**src/design/seld_pkg.sv**
```systemverilog
// Shared types and constants of the sync/escape/length deframer.
// No dependencies; every other file of the block but seld_ram refers to this package.
`timescale 1ns / 1ps

package seld_pkg;

	localparam int BYTE_W = 8;
	localparam int IDX_W  = 6;
	localparam int FB_W   = 7;
	localparam int LEN_W  = 16;

	localparam logic [BYTE_W-1:0] SYNC_BYTE = 8'hFD;
	localparam logic [BYTE_W-1:0] ESC_BYTE  = 8'hFC;
	localparam logic [BYTE_W-1:0] HIGH_BIT  = 8'h80;
	localparam logic [LEN_W-1:0]  CRC_BYTES = 16'd2;

	// Parser position within a frame.
	typedef enum logic [3:0] {
		PH_IDLE   = 4'b0001,
		PH_LEN_HI = 4'b0010,
		PH_LEN_LO = 4'b0100,
		PH_DATA   = 4'b1000
	} phase_t;

	// Controller states.
	typedef enum logic [1:0] {
		ST_RUN    = 2'b01,
		ST_REPLAY = 2'b10
	} ctrl_state_t;

	typedef struct packed {
		logic take;   // an input request is accepted this cycle
		logic issue;  // read the next stored byte
	} ctrl_cmd_t;

	typedef struct packed {
		logic complete;  // the offered item ends a frame
		logic more;      // stored bytes remain to be read
		logic s1_valid;  // read data waits in the RAM output register
		logic advance;   // the output pipeline moves this cycle
	} dp_status_t;

endpackage

```
**src/design/seld_if.sv**
```systemverilog
// Channel interfaces of the deframer: byte input, frame output, configuration.
// Depends on seld_pkg for field widths.
`timescale 1ns / 1ps

interface seld_in_if;
	logic                        valid;
	logic                        ready;
	logic                        mode;
	logic [seld_pkg::BYTE_W-1:0] byte_in;

	modport source (output valid, output mode, output byte_in, input ready);
	modport sink (input valid, input mode, input byte_in, output ready);
endinterface

interface seld_out_if;
	logic                        valid;
	logic                        ready;
	logic [seld_pkg::BYTE_W-1:0] data_out;
	logic [seld_pkg::IDX_W-1:0]  byte_index;
	logic [seld_pkg::FB_W-1:0]   frame_bytes;
	logic                        last;

	modport source (output valid, output data_out, output byte_index, output frame_bytes,
		output last, input ready);
	modport sink (input valid, input data_out, input byte_index, input frame_bytes,
		input last, output ready);
endinterface

interface seld_cfg_if;
	logic valid;
	logic ready;
	logic decode_escaped;

	modport source (output valid, output decode_escaped, input ready);
	modport sink (input valid, input decode_escaped, output ready);
endinterface

```
**src/design/sync_escape_length_deframer_top.sv**
```systemverilog
// Top level of the sync/escape/length-prefixed frame deframer.
// Depends on seld_pkg, seld_if, seld_ctrl, seld_dp (and through it seld_ram).
//
// Usage:
//   bytes  - input requests: mode 0 delivers byte_in to the parser, mode 1 flushes the
//            parser and drops any partial frame. A request is taken when valid and ready
//            are both high at a rising clock edge.
//   frames - output requests: one per stored byte of a finished frame, with its position
//            (byte_index), the frame length (frame_bytes) and last on the final byte.
//   cfg    - writes decode_escaped; ready is always high. Write only while the block is
//            idle.
// Timing: a request that does not end a frame leaves ready high, so bytes are accepted
// back to back. A request that ends a frame (its length reached, or the store full)
// starts a replay out of the frame store RAM: each byte passes the RAM output register,
// then the output register, one byte per cycle while frames.ready stays high. The single
// RAM read port sets that rate. Input ready stays low from the ending request until the
// last byte has been read and moved to the output register. A stall on frames freezes
// the read pipeline and extends the replay.
// Reset clears the parser, the controller and the output valid; the frame store is not
// cleared, since a frame only replays bytes written after its own sync byte.

`timescale 1ns / 1ps

module sync_escape_length_deframer_top #(
	parameter int BUFFER_BYTES = 64
) (
	input logic        clk,
	input logic        arst_n,
	seld_in_if.sink    bytes,
	seld_out_if.source frames,
	seld_cfg_if.sink   cfg
);

	seld_pkg::ctrl_cmd_t  cmd;
	seld_pkg::dp_status_t sts;
	logic                 in_ready;

	// The controller owns the input handshake and the replay sequencing.
	seld_ctrl u_ctrl (
		.clk     (clk),
		.arst_n  (arst_n),
		.in_valid(bytes.valid),
		.in_ready(in_ready),
		.sts     (sts),
		.cmd     (cmd)
	);

	assign bytes.ready = in_ready;

	// The datapath holds the parser registers, the frame store and the output stage.
	seld_dp #(
		.BUFFER_BYTES(BUFFER_BYTES)
	) u_dp (
		.clk    (clk),
		.arst_n (arst_n),
		.mode   (bytes.mode),
		.byte_in(bytes.byte_in),
		.cfg    (cfg),
		.frames (frames),
		.cmd    (cmd),
		.sts    (sts)
	);

endmodule

```
**src/design/seld_ram.sv**
```systemverilog
// Generic single-write, single-read RAM with a registered, enabled read port.
// No dependencies.
`timescale 1ns / 1ps

module seld_ram #(
	parameter int WIDTH = 8,
	parameter int DEPTH = 64
) (
	input  logic                     clk,
	input  logic                     we,
	input  logic [$clog2(DEPTH)-1:0] waddr,
	input  logic [WIDTH-1:0]         wdata,
	input  logic                     re,
	input  logic [$clog2(DEPTH)-1:0] raddr,
	output logic [WIDTH-1:0]         rdata
);

	logic [WIDTH-1:0] mem_q [DEPTH];

	always_ff @(posedge clk) begin
		if (we) begin
			mem_q[waddr] <= wdata;
		end
		if (re) begin
			rdata <= mem_q[raddr];
		end
	end

endmodule

```
**src/design/seld_ctrl.sv**
```systemverilog
// Controller of the deframer: alternates between taking input bytes and replaying a frame.
// Depends on seld_pkg for the state, command and status types.
`timescale 1ns / 1ps

module seld_ctrl (
	input  logic                 clk,
	input  logic                 arst_n,
	input  logic                 in_valid,
	output logic                 in_ready,
	input  seld_pkg::dp_status_t sts,
	output seld_pkg::ctrl_cmd_t  cmd
);

	seld_pkg::ctrl_state_t state_q, state_d;

	assign in_ready  = (state_q == seld_pkg::ST_RUN);
	assign cmd.take  = in_valid && in_ready;
	assign cmd.issue = (state_q == seld_pkg::ST_REPLAY) && sts.more && sts.advance;

	always_comb begin
		state_d = state_q;
		case (state_q)
			seld_pkg::ST_RUN: begin
				if (cmd.take && sts.complete) begin
					state_d = seld_pkg::ST_REPLAY;
				end
			end
			seld_pkg::ST_REPLAY: begin
				// Every byte read and the last one moved to the output register.
				if (!sts.more && !sts.s1_valid) begin
					state_d = seld_pkg::ST_RUN;
				end
			end
			default: state_d = seld_pkg::ST_RUN;
		endcase
	end

	always_ff @(posedge clk or negedge arst_n) begin
		if (!arst_n) begin
			state_q <= seld_pkg::ST_RUN;
		end else begin
			state_q <= state_d;
		end
	end

endmodule

```
**src/design/seld_dp.sv**
```systemverilog
// Datapath of the deframer: byte parser, frame store, replay read pipeline, output register.
// Depends on seld_pkg, seld_if and seld_ram.
`timescale 1ns / 1ps

module seld_dp #(
	parameter int BUFFER_BYTES = 64
) (
	input  logic                        clk,
	input  logic                        arst_n,
	input  logic                        mode,
	input  logic [seld_pkg::BYTE_W-1:0] byte_in,
	seld_cfg_if.sink                    cfg,
	seld_out_if.source                  frames,
	input  seld_pkg::ctrl_cmd_t         cmd,
	output seld_pkg::dp_status_t        sts
);

	localparam int AW = $clog2(BUFFER_BYTES);
	localparam int CW = $clog2(BUFFER_BYTES + 1);

	logic                        decode_q;
	seld_pkg::phase_t            phase_q;
	logic                        esc_q;
	logic [seld_pkg::LEN_W-1:0]  exp_q;
	logic [seld_pkg::LEN_W-1:0]  dc_q;
	logic [CW-1:0]               fill_q;
	logic [CW-1:0]               n_q;
	logic [CW-1:0]               rd_cnt_q;
	logic [AW-1:0]               idx_s1;
	logic                        valid_s1;
	logic                        out_valid_q;
	logic [seld_pkg::BYTE_W-1:0] ram_rdata;

	logic                        is_sync, is_esc, is_plain, in_idle;
	logic [seld_pkg::BYTE_W-1:0] byte_dec, len_b, wdata;
	logic [seld_pkg::LEN_W-1:0]  dc_inc;
	logic [CW-1:0]               fill_new;
	logic                        store, data_done, complete, advance;

	assign cfg.ready = 1'b1;

	always_ff @(posedge clk or negedge arst_n) begin
		if (!arst_n) begin
			decode_q <= 1'b0;
		end else if (cfg.valid) begin
			decode_q <= cfg.decode_escaped;
		end
	end

	// Parser decode of the offered byte.
	assign is_sync  = (byte_in == seld_pkg::SYNC_BYTE);
	assign is_esc   = (byte_in == seld_pkg::ESC_BYTE);
	assign is_plain = !is_sync && !is_esc;
	assign in_idle  = (phase_q == seld_pkg::PH_IDLE);
	assign byte_dec = (esc_q && decode_q) ? (byte_in | seld_pkg::HIGH_BIT) : byte_in;
	assign len_b    = esc_q ? (byte_in | seld_pkg::HIGH_BIT) : byte_in;
	assign dc_inc   = dc_q + seld_pkg::LEN_W'(1);

	assign store = !mode && (is_sync || (!in_idle && (is_plain || (is_esc && !decode_q))));
	assign wdata = is_sync ? seld_pkg::SYNC_BYTE : (is_esc ? seld_pkg::ESC_BYTE : byte_dec);
	assign fill_new  = is_sync ? CW'(1) : fill_q + CW'(1);
	assign data_done = (phase_q == seld_pkg::PH_DATA) && is_plain && (dc_inc == exp_q);
	assign complete  = !mode && (data_done || (store && fill_new == CW'(BUFFER_BYTES)));

	always_ff @(posedge clk or negedge arst_n) begin
		if (!arst_n) begin
			phase_q <= seld_pkg::PH_IDLE;
			esc_q   <= 1'b0;
			exp_q   <= '0;
			dc_q    <= '0;
			fill_q  <= '0;
			n_q     <= '0;
		end else if (cmd.take) begin
			if (mode) begin
				phase_q <= seld_pkg::PH_IDLE;
				fill_q  <= '0;
				esc_q   <= 1'b0;
			end else begin
				if (is_sync) begin
					esc_q   <= 1'b0;
					phase_q <= seld_pkg::PH_LEN_HI;
				end else if (is_esc) begin
					esc_q <= 1'b1;
				end else if (!in_idle) begin
					esc_q <= 1'b0;
					case (phase_q)
						seld_pkg::PH_LEN_HI: begin
							exp_q   <= {len_b, 8'h00};
							phase_q <= seld_pkg::PH_LEN_LO;
						end
						seld_pkg::PH_LEN_LO: begin
							exp_q   <= {exp_q[15:8], len_b} + seld_pkg::CRC_BYTES;
							dc_q    <= '0;
							phase_q <= seld_pkg::PH_DATA;
						end
						seld_pkg::PH_DATA: begin
							dc_q <= dc_inc;
						end
						default: phase_q <= seld_pkg::PH_IDLE;
					endcase
				end
				if (store) begin
					fill_q <= fill_new;
				end
				if (complete) begin
					phase_q <= seld_pkg::PH_IDLE;
					n_q     <= fill_new;
				end
			end
		end
	end

	seld_ram #(
		.WIDTH(seld_pkg::BYTE_W),
		.DEPTH(BUFFER_BYTES)
	) u_store (
		.clk  (clk),
		.we   (cmd.take && store),
		.waddr(is_sync ? AW'(0) : fill_q[AW-1:0]),
		.wdata(wdata),
		.re   (cmd.issue),
		.raddr(rd_cnt_q[AW-1:0]),
		.rdata(ram_rdata)
	);

	// Replay: RAM output register is stage one, the output register stage two.
	assign advance = !out_valid_q || frames.ready;

	always_ff @(posedge clk or negedge arst_n) begin
		if (!arst_n) begin
			rd_cnt_q    <= '0;
			valid_s1    <= 1'b0;
			out_valid_q <= 1'b0;
		end else begin
			if (cmd.take && complete) begin
				rd_cnt_q <= '0;
			end else if (cmd.issue) begin
				rd_cnt_q <= rd_cnt_q + CW'(1);
			end
			if (advance) begin
				valid_s1    <= cmd.issue;
				out_valid_q <= valid_s1;
			end
		end
	end

	always_ff @(posedge clk) begin
		if (cmd.issue) begin
			idx_s1 <= rd_cnt_q[AW-1:0];
		end
		if (advance && valid_s1) begin
			frames.data_out    <= ram_rdata;
			frames.byte_index  <= seld_pkg::IDX_W'(idx_s1);
			frames.frame_bytes <= seld_pkg::FB_W'(n_q);
			frames.last        <= (CW'(idx_s1) + CW'(1) == n_q);
		end
	end

	assign frames.valid = out_valid_q;

	assign sts.complete = complete;
	assign sts.more     = (rd_cnt_q != n_q);
	assign sts.s1_valid = valid_s1;
	assign sts.advance  = advance;

endmodule

```
**src/flat_wrapper.sv**
```systemverilog
// flat-port wrapper written by rule: the top's interface ports become plain ports
module sync_escape_length_deframer_top_flat 
#(
	parameter int BUFFER_BYTES = 64
)
  (clk, arst_n, bytes_valid, bytes_mode, bytes_byte_in, bytes_ready, frames_valid, frames_data_out, frames_byte_index, frames_frame_bytes, frames_last, frames_ready, cfg_valid, cfg_decode_escaped, cfg_ready);
  seld_in_if bytes_i ();
  seld_out_if frames_i ();
  seld_cfg_if cfg_i ();
  input logic clk;
  input logic arst_n;
  input wire logic [$bits(bytes_i.valid)-1:0] bytes_valid;
  input wire logic [$bits(bytes_i.mode)-1:0] bytes_mode;
  input wire logic [$bits(bytes_i.byte_in)-1:0] bytes_byte_in;
  output wire logic [$bits(bytes_i.ready)-1:0] bytes_ready;
  output wire logic [$bits(frames_i.valid)-1:0] frames_valid;
  output wire logic [$bits(frames_i.data_out)-1:0] frames_data_out;
  output wire logic [$bits(frames_i.byte_index)-1:0] frames_byte_index;
  output wire logic [$bits(frames_i.frame_bytes)-1:0] frames_frame_bytes;
  output wire logic [$bits(frames_i.last)-1:0] frames_last;
  input wire logic [$bits(frames_i.ready)-1:0] frames_ready;
  input wire logic [$bits(cfg_i.valid)-1:0] cfg_valid;
  input wire logic [$bits(cfg_i.decode_escaped)-1:0] cfg_decode_escaped;
  output wire logic [$bits(cfg_i.ready)-1:0] cfg_ready;
  assign bytes_i.valid = bytes_valid;
  assign bytes_i.mode = bytes_mode;
  assign bytes_i.byte_in = bytes_byte_in;
  assign bytes_ready = bytes_i.ready;
  assign frames_valid = frames_i.valid;
  assign frames_data_out = frames_i.data_out;
  assign frames_byte_index = frames_i.byte_index;
  assign frames_frame_bytes = frames_i.frame_bytes;
  assign frames_last = frames_i.last;
  assign frames_i.ready = frames_ready;
  assign cfg_i.valid = cfg_valid;
  assign cfg_i.decode_escaped = cfg_decode_escaped;
  assign cfg_ready = cfg_i.ready;
  sync_escape_length_deframer_top #(.BUFFER_BYTES(BUFFER_BYTES)) u_core (.clk(clk), .arst_n(arst_n), .bytes(bytes_i), .frames(frames_i), .cfg(cfg_i));
endmodule
```
**config.mk**
```make
export PLATFORM = sky130hd
export DESIGN_NAME = sync_escape_length_deframer_top_flat
export DESIGN_NICKNAME = d
export VERILOG_FILES = /design/src/design/seld_pkg.sv /design/src/design/seld_if.sv /design/src/design/sync_escape_length_deframer_top.sv /design/src/design/seld_ram.sv /design/src/design/seld_ctrl.sv /design/src/design/seld_dp.sv /design/src/flat_wrapper.sv
export SDC_FILE = /design/constraint.sdc
export NUM_CORES = 1
export LEC_CHECK = 0
export CAP_MARGIN = 0
export CORE_UTILIZATION = 47
export CTS_BUF_LIST = sky130_fd_sc_hd__clkbuf_2
export CTS_CLUSTER_DIAMETER = 120
export CTS_CLUSTER_SIZE = 24
export DETAILED_ROUTE_END_ITERATION = 16
export DONT_BUFFER_PORTS = 1
export PLACE_DENSITY_LB_ADDON = 0.12
export SKIP_LAST_GASP = 1
export SLEW_MARGIN = 10
export SYNTH_ARGS = -nofsm -noshare
export SYNTH_HDL_FRONTEND = slang
export SYNTH_SLANG_ARGS = --single-unit
```
**constraint.sdc**
```tcl
create_clock -name clk -period 7.2 [get_ports clk]
set_clock_uncertainty 0.05 [all_clocks]
set_input_delay 0.72 -clock clk [delete_from_list [all_inputs] [get_ports clk]]
set_output_delay 0.72 -clock clk [all_outputs]
set_load 0.03 [all_outputs]
```
==> impl_results.md, run 1 <==
- Post-synthesis sequential area ratio: 0.7208
- Crit path launch: u_core.u_ctrl.state_q[0]
- Vias in the first global route: 12,390
- Area grow syn2layout: 5.301%
- Initial antenna violation count: 2
- Row count: 84
- Achievable Freq: 222.8 MHz
- Critical-path maximum fanout: 8
- Dpl ws: 2.890 ns
- CP Depth: 6
- DRT iter0 DRCs: 1,252
- Worst path bufs/invs: 0
- Die H: 232.7 um
- Tmin final: 4.488 ns
- Clk sinks: 611
- Max_cap viols: 0
- Layout cells sized above 1: 0.1887
- Slew HR: 0.2567
- Slowest Stage Delay on Critical Path: 0.85 ns
- FF-to-FF Start: u_core.u_ctrl.state_q[0]
- Post-synthesis average cell area: 18.58 um^2
- Final core utilization: 0.5014
- Final number of max-transition violations: 0
- Grt ovf: 0
- Min-delay worst type: input port to flop
- Largest net degree at the start of global routing: 107
- H-tree Lvls: 1
- Worst hold slack: 0.1287 ns
- Synth warn: 0
- Worst-path cell chain: nor2b_1 > and2_1 > nand2_1 > nor3_1 > nand4b_1 > nor2_1
- Reg2Reg Setup Slack: 2.71 ns
- Synth async-reset ratio: 0.1031
- Total Wirelength: 57,760 um
- Initial Util: 0.4761
- Clk Latency, worst-skew pair: 1.25 ns
- Most frequent cells in the layout: edfxtp_1 (548), mux4_2 (168), nor2_1 (111)
- Clock tree buffer depth: 3
- Worst Setup Start Kind: flop
- Syn nets: 1,367
- # nets final: 1,360
- Vias: 12,490
- Chip Width: 232.7 um
- Data arrival, critical path: 5.28 ns
- Number of synthesized flops with an enable pin: 548
- CP required: 8.00 ns
- Cell area after synthesis: 0.02502 mm^2
- Critical Path Sink Type: flop
- Post-Layout Inst Area: 0.02635 mm^2
- Fin. Hold Viols: 0
- Global Route Usage Sum: 0.2195
- VDD IR max: 0.09530 mV
- DRC violations left: 0
- Port Buffers: 0
- HPWL Detailed: 35,010 um
- Drt first pass iters: 5
- FILL cells: 4,236
- CTS tree: done
- Hold Path Depth: 2
- First-pass GRT wire length: 86,280 um
- Reg clk slew, reported paths: 0.50 ns
- Routed len/inst: 28.30 um
- Final worst slack: 2.712 ns
- CTS root buf: clkbuf_2
- Worst r2r path cells: 6
- Status: finished, final reports clean
- Post-route antenna net violation count: 0
- Top Family by Delay on Critical Path: simple AND/OR/NAND/NOR gates
- Power per cell area: 196.8 mW/mm^2
- IO Pins: 40
- Most common cell after layout, fill and taps aside: edfxtp_1
- Unrepaired setup endpoints after global routing: false
- Worst R2R End: u_core.u_dp.u_store.mem_q[38][4]
- Vias/cell: 6.120
- Placer Congestion: 0.8066
- Multi-input gate area: 0.006664 mm^2
- Placed cell area: 0.02569 mm^2
- Die footprint: 0.05416 mm^2
- CP endpoint: u_core.u_dp.u_store.mem_q[38][4]
- Cts bufs inserted: 29
- Worst Setup Path Type: flop to flop
- Main flop type after synthesis: edfxtp_1
- Leak Pwr: 7.984 nW
- Crit path max-delay cell type: nand4b_1
- Final setup fails: 0
- FF+latch count, synth: 611
- Share of the clock period used by the worst path: 0.6233
- Post-synthesis cell type count: 70
- Sequential cell area: 0.01804 mm^2
- Mapped Cells: 1,347
- Area of the core: 0.05255 mm^2
- Sum Neg Setup Slack: 0 ns
- Slew @ Worst Pin: 1.111 ns
==> final cells by class <==
| type | count | share of cell area |
|---|---|---|
| diodes | 2 | 0.0001900 |
| inverters | 12 | 0.001710 |
| well taps | 688 | 0.03267 |
| flip-flops and latches | 611 | 0.6849 |
| multi-input cells | 650 | 0.2529 |
| repair buffers | 36 | 0.01928 |
| clock buffers | 40 | 0.007598 |
| clock inverters | 2 | 0.0007598 |
==> registers in the layout, indices dropped and copies added, names as in the netlist, 6 cells and up <==
register,cells
u_core.u_dp.idx_s1,6
u_core.u_dp.rd_cnt_q,7
u_core.u_dp.frames.data_out,8
u_core.u_dp.frames.byte_index,6
u_core.u_dp.u_store.mem_q,512
u_core.u_dp.dc_q,16
u_core.u_dp.exp_q,16
u_core.u_dp.frames.frame_bytes,7
u_core.u_dp.fill_q,7
u_core.u_dp.n_q,7
u_core.u_dp.u_store.rdata,8
==> how the worst min path moves through the flow <==
stage,startpoint,slack (ns),to
after floorplan,u_core.u_dp.u_store.rdata[0],0.35,u_core.u_dp.frames.data_out[0]
after global placement,u_core.u_dp.u_store.rdata[6],0.36,u_core.u_dp.frames.data_out[6]
after detailed placement,u_core.u_dp.u_store.rdata[7],0.36,u_core.u_dp.frames.data_out[7]
after CTS,frames_ready,0.06,u_core.u_dp.frames.valid
after global routing,bytes_byte_in[7],0.05,u_core.u_dp.u_store.mem_q[33][7]
final,bytes_byte_in[7],0.13,u_core.u_dp.u_store.mem_q[33][7]
==> power breakdown <==
| part | internal, mW | total [mW] | switching [mW] |
|---|---|---|---|
| registers | 3.87 | 3.89 | 0.0167 |
| clock network | 0.147 | 1.15 | 1.00 |
| logic | 0.0442 | 0.144 | 0.0997 |
==> metrics by stage <==
stage / instances / power, mW
after floorplan: 1347 / 4.021
after global placement: 1970 / 4.017
after detailed placement: 1970 / 4.018
after CTS: 2039 / 5.215
after global routing: 2040 / 5.350
final: 2041 / 5.184
==> cells by family after synthesis <==
| group | Yosys count | share of synthesized area |
|---|---|---|
| AND/OR/NAND/NOR | 290 | 0.05806 |
| other | 1 | 0.0001499 |
| flip-flops | 611 | 0.7208 |
| buffers and inverters | 86 | 0.01335 |
| AO/OA/AOI/OAI | 125 | 0.03185 |
| multiplexers | 177 | 0.1551 |
| XOR/XNOR | 52 | 0.01820 |
| adder cells (fa/ha/maj) | 5 | 0.002500 |
==> worst reg2reg max path, cell delays in order (launching register included) <==
cell and delay [ns]:
dfstp_2 0.62, nor2b_1 0.56, and2_1 0.31, nand2_1 0.18, nor3_1 0.73, nand4b_1 0.85
nor2_1 0.83
==> cell usage after synthesis, types with 7 or more instances <==
| master | n | area (um^2) |
|---|---|---|
| edfxtp_1 | 548 | 16460 |
| mux4_2 | 168 | 3784 |
| nor2_1 | 111 | 416.7 |
| dfrtp_1 | 61 | 1526 |
| clkbuf_1 | 58 | 217.7 |
| nand2_1 | 58 | 217.7 |
| o21ai_0 | 39 | 195.2 |
| nand3_1 | 29 | 145.1 |
| xnor2_1 | 29 | 254.0 |
| a21oi_1 | 26 | 130.1 |
| xor2_1 | 23 | 201.4 |
| inv_1 | 12 | 45.04 |
| o31ai_1 | 12 | 90.09 |
| nand4_1 | 11 | 68.82 |
| nor3_1 | 11 | 55.05 |
| and3_1 | 9 | 56.30 |
| buf_1 | 9 | 33.78 |
| and2_1 | 7 | 43.79 |
| nand3b_1 | 7 | 52.55 |
| nor4_1 | 7 | 43.79 |
==> per-layer routing <==
layer,up-vias,GRT usage,part of all wire
met5,-,0,0.00023
met1,6674,0.3390,0.47
met2,373,0.3377,0.47
li1,5384,-,-
met4,2,0.04065,0.018
met3,58,0.02892,0.048
==> what timing repair did <==
action,in CTS,in global routing
setup buffers,0,0
hold buffers,27,0
hold endpoints to repair,563,0
gates resized for setup,0,0
setup endpoints to repair,0,0
(Power assumes the default switching activity.)
==> inputs of run 2 (changes only) <==
==> constraint.sdc (replaced) <==
create_clock -name clk -period 4.5 [get_ports clk]
set_clock_uncertainty 0.05 [all_clocks]
set_input_delay 0.45 -clock clk [delete_from_list [all_inputs] [get_ports clk]]
set_output_delay 0.45 -clock clk [all_outputs]
set_load 0.03 [all_outputs]
==> run 2 against run 1 <==
Effect of this change: total power up 61%; clock power up 66%; via count up 1.0%; design area up 1.4%; critical path type unchanged; critical endpoint is now u_core.u_dp.n_q[6].
==> impl_results.md, run 2 (same netlist as run 1, synthesis figures left out) <==
- Initial antenna violation count: 4
- Status: finished, final reports clean
- Layout cells sized above 1: 0.2072
- CTS resizes: 0
- Tmin final: 3.737 ns
- Slew HR: 0.2172
- Largest net degree at the start of global routing: 72
- CP required: 5.59 ns
- Port Buffers: 0
- Global Route Usage Sum: 0.2124
- Routed len/inst: 26.94 um
- Vias/cell: 6.048
- Cts bufs inserted: 29
- Largest registers: u_core.u_dp.u_store.mem_q: 512 flops, u_core.u_dp.dc_q: 16 flops, u_core.u_dp.exp_q: 16 flops
- First-pass GRT wire length: 83,600 um
- Sum Neg Setup Slack: 0 ns
- Worst hold slack: 0.1246 ns
- Data arrival, critical path: 4.83 ns
- Chip Width: 232.7 um
- Final worst slack: 0.7628 ns
- Clk sinks: 611
- Sw Pwr: 1.787 mW
- Min-delay worst type: input port to flop
- Sequential share of power: 0.745
- Number of flip-flops in the largest register: 512
- Post-route antenna net violation count: 0
- Multi-input gate area: 0.006664 mm^2
- Vias in the first global route: 12,440
- VDD IR max: 0.1532 mV
- Die H: 232.7 um
- Slowest Stage Delay on Critical Path: 0.59 ns
- Critical-path maximum fanout: 16
- Critical Path Sink Type: flop
- Power per cell area: 312.5 mW/mm^2
- Area grow syn2layout: 6.826%
- H-tree Lvls: 1
- Share of the clock period used by the worst path: 0.8305
- Max_cap viols: 0
- Area of the core: 0.05255 mm^2
- Final core utilization: 0.5086
- Biggest register: u_core.u_dp.u_store.mem_q
- Post-Layout Inst Area: 0.02673 mm^2
- Dpl ws: 0.8503 ns
- Die footprint: 0.05416 mm^2
- Hold-fix buffers, CTS: 37
- Switch share: 0.2139
- Initial Util: 0.4761
- Final number of max-transition violations: 0
- CTS root buf: clkbuf_2
- Worst Setup Start Kind: flop
- Unrepaired setup endpoints after global routing: false
- Most frequent cells in the layout: edfxtp_1 (548), mux4_2 (168), nor2_1 (111)
- Row count: 84
- Clk Latency, worst-skew pair: 1.23 ns
- Most common cell after layout, fill and taps aside: edfxtp_1
- # nets final: 1,393
- Clock network fraction of design power: 0.228
- Fin. Hold Viols: 0
- Internal Power: 6.567 mW
- Gate power share: 0.027
- Post-CTS setup buffers: 0
- CTS tree: done
- Achievable Freq: 267.6 MHz
- Vias: 12,620
- Placed cell area: 0.02592 mm^2
- Crit path max-delay cell type: dfrtp_1
- Worst Setup Path Type: flop to flop
- Reg clk slew, reported paths: 0.49 ns
- HPWL Detailed: 34,670 um
- Leak Pwr: 8.201 nW
- Total Wirelength: 56,190 um
- Grt ovf: 0
- Worst-path cell chain: ha_1 > nand3_1 > nor4_2 > xnor2_1 > nor2_1 > nor4_1 > a32oi_1 > nor2_2 > mux2_2
- Drt first pass iters: 5
- FILL cells: 4,301
- Placer Congestion: 0.8269
- Sequential cell area: 0.01804 mm^2
- Final setup fails: 0
- IO Pins: 40
- Slew @ Worst Pin: 1.170 ns
- DRT iter0 DRCs: 1,153
- Clock tree buffer depth: 3
- DRC violations left: 0
[run 2: cell count changes in the layout (fill, tap and decap cells not counted), sizes merged]
cell | before | now
clkbuf | 40 | 52
buf | 18 | 41
diode | 2 | 3
inv | 13 | 12
dlygate4sd3 | 18 | 28
[run 2: layout make-up]
class	instances	share of cell area
multi-input cells	650	0.2493
inverters	12	0.001685
well taps	688	0.03221
clock buffers	52	0.009736
diodes	3	0.0002809
repair buffers	69	0.03108
clock inverters	1	0.0006085
flip-flops and latches	611	0.6751
[run 2: power by group through the flow]
stage / logic, mW / clock network, mW / registers, mW
finish: 0.228 / 1.91 / 6.22
global route: 0.249 / 2.13 / 6.23
CTS: 0.230 / 1.98 / 6.22
detailed placement: 0.0958 / 0 / 6.33
global placement: 0.0945 / 0 / 6.33
floorplan: 0.111 / 0 / 6.32
[run 2: through the flow]
stage	power [mW]	instances
5_1_grt	8.606	2084
3_5_place_dp	6.427	1993
4_1_cts	8.427	2083
2_1_floorplan	6.433	1347
3_3_place_gp	6.425	1993
6_report	8.354	2086
[run 2: worst max-delay path, delay by kind of cell, from the launching register on]
kind                       cells  cell delay, ns
xor gates and xnor gates       1            0.18
AOI/OAI and AO/OA              1            0.19
DFF                            1            0.59
and+or+nand+nor                5            1.95
adders and majority gates      1            0.29
muxes                          1            0.41
[run 2: worst paths after layout]
path / start / cells after the start / end / slack (ns)
hold reg to reg: u_core.u_dp.u_store.rdata[6] / 0 / u_core.u_dp.frames.data_out[6] / 0.43
setup / recovery: u_core.u_dp.dc_q[0] / 9 / u_core.u_dp.n_q[6] / 0.76
hold / removal: bytes_valid / 4 / u_core.u_dp.phase_q[1] / 0.12
min in group asynchronous: arst_n / 4 / u_core.u_dp.dc_q[7] / 0.22
setup reg to reg: u_core.u_dp.dc_q[0] / 9 / u_core.u_dp.n_q[6] / 0.76
max in group asynchronous: arst_n / 4 / u_core.u_dp.rd_cnt_q[1] / 3.75
[run 2: per-layer routing]
metal | share of wire | track usage | vias to the layer above
met4 | 0.021 | 0.04820 | 0
li1 | - | - | 5463
met5 | 0 | 0 | -
met1 | 0.45 | 0.3103 | 6742
met3 | 0.055 | 0.03223 | 52
met2 | 0.48 | 0.3390 | 360
